$ cat src/design/cmm_pkg.sv
// ----------------------------------------------------------------------------
// cmm_pkg
// Shared types, register file map and microprogram of the moments merge unit.
// ----------------------------------------------------------------------------
package cmm_pkg;

    localparam int FRAC_BITS_DEF  = 16;
    localparam int COUNT_BITS_DEF = 40;
    localparam int MEAN_BITS      = 48;

    // width of the working words: room for d^4 * na * nb * (na^2 - na*nb + nb^2)
    function automatic int wide_bits(input int count_bits);
        return 4 * MEAN_BITS + 3 * count_bits + 40;
    endfunction

    typedef logic [2:0] opc_t;
    localparam opc_t OP_LOAD  = 3'd0;
    localparam opc_t OP_ADD   = 3'd1;
    localparam opc_t OP_SUB   = 3'd2;
    localparam opc_t OP_MUL   = 3'd3;
    localparam opc_t OP_DIV   = 3'd4;
    localparam opc_t OP_STORE = 3'd5;

    localparam int NREG = 32;
    typedef logic [4:0] ridx_t;

    // register file map; a load fills a register from the source of the same name
    localparam ridx_t R_NA   = 5'd0;
    localparam ridx_t R_NB   = 5'd1;
    localparam ridx_t R_MA   = 5'd2;
    localparam ridx_t R_MB   = 5'd3;
    localparam ridx_t R_A2   = 5'd4;
    localparam ridx_t R_B2   = 5'd5;
    localparam ridx_t R_A3   = 5'd6;
    localparam ridx_t R_B3   = 5'd7;
    localparam ridx_t R_A4   = 5'd8;
    localparam ridx_t R_B4   = 5'd9;
    localparam ridx_t R_SC   = 5'd10;
    localparam ridx_t R_K3   = 5'd11;
    localparam ridx_t R_K4   = 5'd12;
    localparam ridx_t R_K6   = 5'd13;
    localparam ridx_t R_N    = 5'd14;
    localparam ridx_t R_D    = 5'd15;
    localparam ridx_t R_D2   = 5'd16;
    localparam ridx_t R_D3   = 5'd17;
    localparam ridx_t R_D4   = 5'd18;
    localparam ridx_t R_P    = 5'd19;
    localparam ridx_t R_NA2  = 5'd20;
    localparam ridx_t R_NB2  = 5'd21;
    localparam ridx_t R_N1   = 5'd22;
    localparam ridx_t R_N2   = 5'd23;
    localparam ridx_t R_N3   = 5'd24;
    localparam ridx_t R_T    = 5'd25;
    localparam ridx_t R_U    = 5'd26;
    localparam ridx_t R_MEAN = 5'd27;
    localparam ridx_t R_M2   = 5'd28;
    localparam ridx_t R_M3   = 5'd29;
    localparam ridx_t R_M4   = 5'd30;

    typedef struct packed {
        opc_t  opc;
        ridx_t dst;
        ridx_t srca;
        ridx_t srcb;
    } uop_t;

    localparam int PROG_LEN = 72;
    typedef logic [6:0] pc_t;

    typedef struct packed {
        logic capture;
        logic rd;
        logic start;
        logic publish;
        uop_t uop;
    } dp_cmd_t;

    typedef struct packed {
        logic done;
    } dp_stat_t;

    function automatic uop_t mk(input opc_t o, input ridx_t d, input ridx_t a,
                                input ridx_t b);
        uop_t u;
        u.opc  = o;
        u.dst  = d;
        u.srca = a;
        u.srcb = b;
        return u;
    endfunction

    // the merge program; the second source of a multiply is the narrow one
    function automatic uop_t prog(input pc_t pc);
        uop_t u;
        unique case (pc)
            7'd14: u = mk(OP_ADD, R_N, R_NA, R_NB);
            7'd15: u = mk(OP_SUB, R_D, R_MB, R_MA);
            7'd16: u = mk(OP_MUL, R_D2, R_D, R_D);
            7'd17: u = mk(OP_MUL, R_D3, R_D2, R_D);
            7'd18: u = mk(OP_MUL, R_D4, R_D2, R_D2);
            7'd19: u = mk(OP_MUL, R_P, R_NB, R_NA);
            7'd20: u = mk(OP_MUL, R_NA2, R_NA, R_NA);
            7'd21: u = mk(OP_MUL, R_NB2, R_NB, R_NB);
            7'd22: u = mk(OP_MUL, R_N1, R_N, R_SC);
            7'd23: u = mk(OP_MUL, R_N2, R_N1, R_N1);
            7'd24: u = mk(OP_MUL, R_N3, R_N2, R_N1);
            7'd25: u = mk(OP_MUL, R_T, R_MA, R_NA);
            7'd26: u = mk(OP_MUL, R_U, R_MB, R_NB);
            7'd27: u = mk(OP_ADD, R_T, R_T, R_U);
            7'd28: u = mk(OP_DIV, R_MEAN, R_T, R_N);
            7'd29: u = mk(OP_MUL, R_T, R_D2, R_P);
            7'd30: u = mk(OP_DIV, R_T, R_T, R_N1);
            7'd31: u = mk(OP_ADD, R_M2, R_A2, R_B2);
            7'd32: u = mk(OP_ADD, R_M2, R_M2, R_T);
            7'd33: u = mk(OP_ADD, R_M3, R_A3, R_B3);
            7'd34: u = mk(OP_MUL, R_T, R_D3, R_P);
            7'd35: u = mk(OP_SUB, R_U, R_NA, R_NB);
            7'd36: u = mk(OP_MUL, R_T, R_T, R_U);
            7'd37: u = mk(OP_DIV, R_T, R_T, R_N2);
            7'd38: u = mk(OP_ADD, R_M3, R_M3, R_T);
            7'd39: u = mk(OP_MUL, R_T, R_B2, R_NA);
            7'd40: u = mk(OP_MUL, R_U, R_A2, R_NB);
            7'd41: u = mk(OP_SUB, R_T, R_T, R_U);
            7'd42: u = mk(OP_MUL, R_U, R_D, R_K3);
            7'd43: u = mk(OP_MUL, R_T, R_T, R_U);
            7'd44: u = mk(OP_DIV, R_T, R_T, R_N1);
            7'd45: u = mk(OP_ADD, R_M3, R_M3, R_T);
            7'd46: u = mk(OP_ADD, R_M4, R_A4, R_B4);
            7'd47: u = mk(OP_SUB, R_T, R_NA2, R_P);
            7'd48: u = mk(OP_ADD, R_T, R_T, R_NB2);
            7'd49: u = mk(OP_MUL, R_U, R_D4, R_P);
            7'd50: u = mk(OP_MUL, R_T, R_U, R_T);
            7'd51: u = mk(OP_DIV, R_T, R_T, R_N3);
            7'd52: u = mk(OP_ADD, R_M4, R_M4, R_T);
            7'd53: u = mk(OP_MUL, R_T, R_B2, R_NA2);
            7'd54: u = mk(OP_MUL, R_U, R_A2, R_NB2);
            7'd55: u = mk(OP_ADD, R_T, R_T, R_U);
            7'd56: u = mk(OP_MUL, R_U, R_D2, R_K6);
            7'd57: u = mk(OP_MUL, R_T, R_T, R_U);
            7'd58: u = mk(OP_DIV, R_T, R_T, R_N2);
            7'd59: u = mk(OP_ADD, R_M4, R_M4, R_T);
            7'd60: u = mk(OP_MUL, R_T, R_B3, R_NA);
            7'd61: u = mk(OP_MUL, R_U, R_A3, R_NB);
            7'd62: u = mk(OP_SUB, R_T, R_T, R_U);
            7'd63: u = mk(OP_MUL, R_U, R_D, R_K4);
            7'd64: u = mk(OP_MUL, R_T, R_T, R_U);
            7'd65: u = mk(OP_DIV, R_T, R_T, R_N1);
            7'd66: u = mk(OP_ADD, R_M4, R_M4, R_T);
            7'd67: u = mk(OP_STORE, R_N, R_N, R_N);
            7'd68: u = mk(OP_STORE, R_MEAN, R_MEAN, R_MEAN);
            7'd69: u = mk(OP_STORE, R_M2, R_M2, R_M2);
            7'd70: u = mk(OP_STORE, R_M3, R_M3, R_M3);
            7'd71: u = mk(OP_STORE, R_M4, R_M4, R_M4);
            // operand loads at the head of the program
            default: u = mk(OP_LOAD, pc[4:0], pc[4:0], pc[4:0]);
        endcase
        return u;
    endfunction

endpackage

$ cat src/design/cmm_ctrl.sv
// ----------------------------------------------------------------------------
// cmm_ctrl
// Sequencer: takes a request, steps the datapath through the merge program
// and hands the merged set to the output register.
// ----------------------------------------------------------------------------
module cmm_ctrl
    import cmm_pkg::*;
(
    input  logic     clk,
    input  logic     rst_n,
    input  logic     in_valid,
    output logic     in_ready,
    output logic     out_valid,
    input  logic     out_ready,
    output dp_cmd_t  cmd,
    input  dp_stat_t stat
);

    localparam logic [2:0] S_IDLE = 3'd0;
    localparam logic [2:0] S_READ = 3'd1;
    localparam logic [2:0] S_EXEC = 3'd2;
    localparam logic [2:0] S_WAIT = 3'd3;
    localparam logic [2:0] S_PUB  = 3'd4;

    logic [2:0] state_reg, state_next;
    pc_t        pc_reg, pc_next;
    logic       out_valid_reg, out_valid_next;
    uop_t       uop;
    logic       last, multi;

    assign uop   = prog(pc_reg);
    assign last  = (pc_reg == pc_t'(PROG_LEN - 1));
    assign multi = (uop.opc == OP_MUL) || (uop.opc == OP_DIV);

    assign in_ready  = (state_reg == S_IDLE);
    assign out_valid = out_valid_reg;

    always_comb
    begin
        cmd.capture = (state_reg == S_IDLE) && in_valid;
        cmd.rd      = (state_reg == S_READ);
        cmd.start   = (state_reg == S_EXEC);
        cmd.publish = (state_reg == S_PUB) && (!out_valid_reg || out_ready);
        cmd.uop     = uop;
    end

    always_comb
    begin
        state_next = state_reg;
        pc_next    = pc_reg;
        unique case (state_reg)
            S_IDLE:
            begin
                if (in_valid)
                begin
                    pc_next    = '0;
                    state_next = S_READ;
                end
            end
            S_READ:
                state_next = S_EXEC;
            S_EXEC, S_WAIT:
            begin
                if ((state_reg == S_EXEC && !multi) || (state_reg == S_WAIT && stat.done))
                begin
                    if (last)
                        state_next = S_PUB;
                    else
                    begin
                        pc_next    = pc_reg + pc_t'(1);
                        state_next = S_READ;
                    end
                end
                else if (state_reg == S_EXEC)
                    state_next = S_WAIT;
            end
            S_PUB:
            begin
                if (cmd.publish)
                    state_next = S_IDLE;
            end
            default:
                state_next = S_IDLE;
        endcase
    end

    always_comb
    begin
        if (cmd.publish)
            out_valid_next = 1'b1;
        else if (out_ready)
            out_valid_next = 1'b0;
        else
            out_valid_next = out_valid_reg;
    end

    always_ff @(posedge clk or negedge rst_n)
    begin
        if (!rst_n)
        begin
            state_reg     <= S_IDLE;
            pc_reg        <= '0;
            out_valid_reg <= 1'b0;
        end
        else
        begin
            state_reg     <= state_next;
            pc_reg        <= pc_next;
            out_valid_reg <= out_valid_next;
        end
    end

endmodule

$ cat config.mk
export PLATFORM = sky130hd
export DESIGN_NAME = cmm_ctrl
export DESIGN_NICKNAME = d
export VERILOG_FILES = /design/src/design/cmm_pkg.sv /design/src/design/cmm_ctrl.sv
export SDC_FILE = /design/constraint.sdc
export NUM_CORES = 1
export LEC_CHECK = 0
export BUFFER_PORTS_ARGS = -buffer_cell sky130_fd_sc_hd__buf_2
export CAP_MARGIN = 25
export CORE_ASPECT_RATIO = 1.2
export CORE_MARGIN = 2
export CORE_UTILIZATION = 45
export DETAILED_ROUTE_END_ITERATION = 12
export PLACE_DENSITY = 0.6
export SYNTH_ARGS = -nofsm -noshare
export SYNTH_HDL_FRONTEND = slang
export SYNTH_SLANG_ARGS = --single-unit
$ cat constraint.sdc
create_clock -name clk -period 5.9 [get_ports clk]
set_input_delay 1.18 -clock clk [delete_from_list [all_inputs] [get_ports clk]]
set_output_delay 1.18 -clock clk [all_outputs]
set_load 0.05 [all_outputs]
==> reports/qor.csv <==
stage,metric,value,unit
outcome,status,"finished, final reports clean",
cells_and_area,multi-input logic area,1890,um2
synth,YS warnings,0,
timing,skew final,6.61,ps
route,WL/cell,23.0,um
synth,Mapped Nets,343,
pwr,Clk network pwr share,0.072,
die,core area,5010,um2
synth,"Seq/Total Area, Yosys",0.116,
worst_setup_path,crit-path max FO,26,
synth,ys async rst share,1.00,
cts,clock root cell,clkbuf_8,
placed_design,placer congestion estimate,1.01,
timing,Relative slew margins,0.392,
route,Post-DRT Antenna Nets,0,
pwr,P_int,345,uW
worst_setup_path,"Max stage delay cell, worst path",dfrtp_1,
placed_design,Post-DP Area,2470,um2
timing,Final min period,5150,ps
die,DIE HEIGHT,83.4,um
cells_and_area,P&R area growth vs syn,6.35,%
worst_setup_path,required time of the critical path,4720,ps
cts,post-CTS sizing,0,
worst_setup_path,"Buf+Inv Stages, Crit Path",2,
cts,Skew-Pair Late Insertion Delay,240,ps
die,Die Footprint,5860,um2
cts,H-Tree Depth,1,
timing,RSZ-0062 raised after global routing,no,
synth,Synth area leader,dfrtp_1,
global_route,GRT Overall Usage,0.319,
worst_setup_path,CP Launch Type,register,
timing,# setup viols final,0,
global_route,antenna violations before repair,0,
synth,Yosys reg bits,11,
pwr,switching share of power,0.666,
synth,Post-Syn Area,2370,um2
cells_and_area,max reg flops,7,
cts,post-CTS setup buffers,0,
worst_setup_path,Setup CP Type,reg2out,
cts,clk buf depth,2,
cells_and_area,NumNets Final,353,
pwr,pwr/cell area,410,nW/um2
route,DR vias,2938,
global_route,GRT overflow,0,
global_route,first-pass GRT wire length,15000,um
pwr,sequential share of power,0.144,
timing,achievable frequency,194,MHz
route,final WL,9280,um
placed_design,Port Buffer Count,28,
synth,Post-Syn Instances,334,
route,Residual DRC,0,
synth,prevailing post-synth register cell,dfrtp_1,
worst_setup_path,CP arrival,3970,ps
route,Iter 0 DRT Violations,610,
timing,max-slew violations,0,
cts,Post-CTS Hold Buffers,0,
run,max-cap violations,0,
die,Site Rows,28,
cells_and_area,Fillers,515,
synth,Yosys cell types,81,
timing,fin crit share,0.874,
worst_setup_path,cell family with most CP delay,simple AND/OR/NAND/NOR gates,
die,Die Span X,70.2,um
pwr,Comb power frac,0.784,
placed_design,Post-DP HPWL,6690,um
synth,synthesized area per cell,7.08,um2
pwr,Max rail drop VDD,0.000245,V
cts,TritonCTS clock tree,done,
cells_and_area,Reg area,275,um2
cts,clock transition at the registers of the reported paths,50,ps
die,Top-Level Pins,29,
cells_and_area,share of layout cells above drive strength 1,0.192,
cells_and_area,Antenna Cells,0,
synth,"EDFF count, synth",0,
worst_setup_path,crit path capture type,output port,
worst_setup_path,crit-path cells,buf_4 > or3b_2 > o32a_2 > o221ai_1 > or2_2 > nor4_2 > a221oi_1 > nand4_1 > buf_2,
timing,Least-Margin Pin Slew,912,ps
synth,Yosys top cell area share,0.116,
pwr,switching power total,688,uW
global_route,largest net degree at the start of global routing,38,
global_route,vias in the first global route,2741,
timing,setup_tns,0,ps
cts,# clock sinks,11,
cts,CTS buffer count,3,
route,DRT Pass-1 Iters,6,
timing,Final Hold Violating Endpoints,0,
route,Vias/cell,7.29,
die,Starting Density,0.472,
worst_setup_path,CP max stage delay,860,ps
min_path,Worst Hold Class,reg2reg,
synth,dominant cells by area after synthesis,"dfrtp_1, nor2_1, a21oi_1",
pwr,Lkg Pwr,1.06,nW
cells_and_area,Final Cell Area,2520,um2
==> synthesized netlist by cell type (6+ instances only) <==
cell type and count:
nor4_1 7, nor3b_1 6, a21oi_1 20, nand4_1 10, nand2_1 23, nand2b_1 9
dfrtp_1 11, nand3_1 12, o21ai_0 18, nor3_1 14, nand3b_1 6, inv_1 6
buf_2 16, a211oi_1 8, nor2_1 32, clkbuf_1 7, nor2b_1 8
==> worst reg2reg max path, delay by kind of cell, from the launching register on <==
kind                       cells  cell delay, ps
DFF                            1             440
AOI/OAI and AO/OA              4            1100
adders and majority gates      1             510
buffers and inverters          1             130
and+or+nand+nor                4            1250
==> cells by family (layout without fill, tap and decap cells) <==
kind of cell    after synthesis  after routing  share of synthesized area
compound gates              109            109                      0.341
xor+xnor                      2              2                    0.00740
fa+ha+maj                     4              4                     0.0212
buf+inv                      38             47                     0.0830
flops                        11             11                      0.116
mux                           2              2                    0.00899
simple gates                168            168                      0.423
==> cells in the final DEF, fill, tap and decap left out, types with 7 or more instances in the layout <==
cell,instances
nor2_1,32
nand4_1,10
nor2b_1,8
a211oi_1,8
nand2_1,23
nand2b_1,9
nor3_1,14
a21oi_1,20
nand3_1,12
buf_2,28
dfrtp_1,11
buf_4,8
nor4_1,7
o21ai_0,18
==> power groups by stage <==
stage | registers [mW] | clock network [mW] | logic (mW)
after floorplan | 0.110 | 0 | 0.652
after global placement | 0.147 | 0 | 0.791
after detailed placement | 0.148 | 0 | 0.793
after CTS | 0.147 | 0.0764 | 0.795
after global routing | 0.153 | 0.0820 | 0.860
final | 0.149 | 0.0745 | 0.809
==> area by class of cell <==
type                    instances  area share
multi-input cells             285       0.753
well taps                      60      0.0298
clock buffers                   4      0.0179
inverters                       7      0.0104
flip-flops and latches         11       0.109
repair buffers                 36      0.0796
==> per-stage QoR <==
stage	instances	hold slack (ps)	power (mW)	setup WS, ps	util
final	403	522	1.03	746	0.502
after CTS	403	525	1.02	904	0.502
after floorplan	334	603	0.762	1800	-
after global placement	399	512	0.937	1110	0.493
after detailed placement	399	515	0.941	1170	0.493
after global routing	403	553	1.09	625	0.502
==> routing by layer <==
metal  track usage  routed length [um]  share of wire  vias up
li1              -                   -              -     1309
met1         0.412                3580           0.39     1340
met2         0.506                4170           0.45      235
met3        0.0328                 900          0.097       54
met4         0.194                 628          0.068        0
met5             0                   0              0        -
==> path summary, 6_finish.rpt <==
| kind | from | end | slack [ps] | depth (start not counted) |
|---|---|---|---|---|
| max in group asynchronous | rst_n | pc_reg[4]$_DFFE_PN0P_ | 4900 | 1 |
| setup reg to reg | pc_reg[0]$_DFFE_PN0P_ | pc_reg[4]$_DFFE_PN0P_ | 2380 | 10 |
| hold / removal | out_valid$_DFFE_PN0P_ | out_valid$_DFFE_PN0P_ | 520 | 2 |
| setup / recovery | pc_reg[2]$_DFFE_PN0P_ | cmd[0] | 750 | 9 |
| min in group asynchronous | rst_n | out_valid$_DFFE_PN0P_ | 800 | 1 |
| hold reg to reg | out_valid$_DFFE_PN0P_ | out_valid$_DFFE_PN0P_ | 520 | 2 |
No activity file was read; power rests on OpenSTA's default activity.
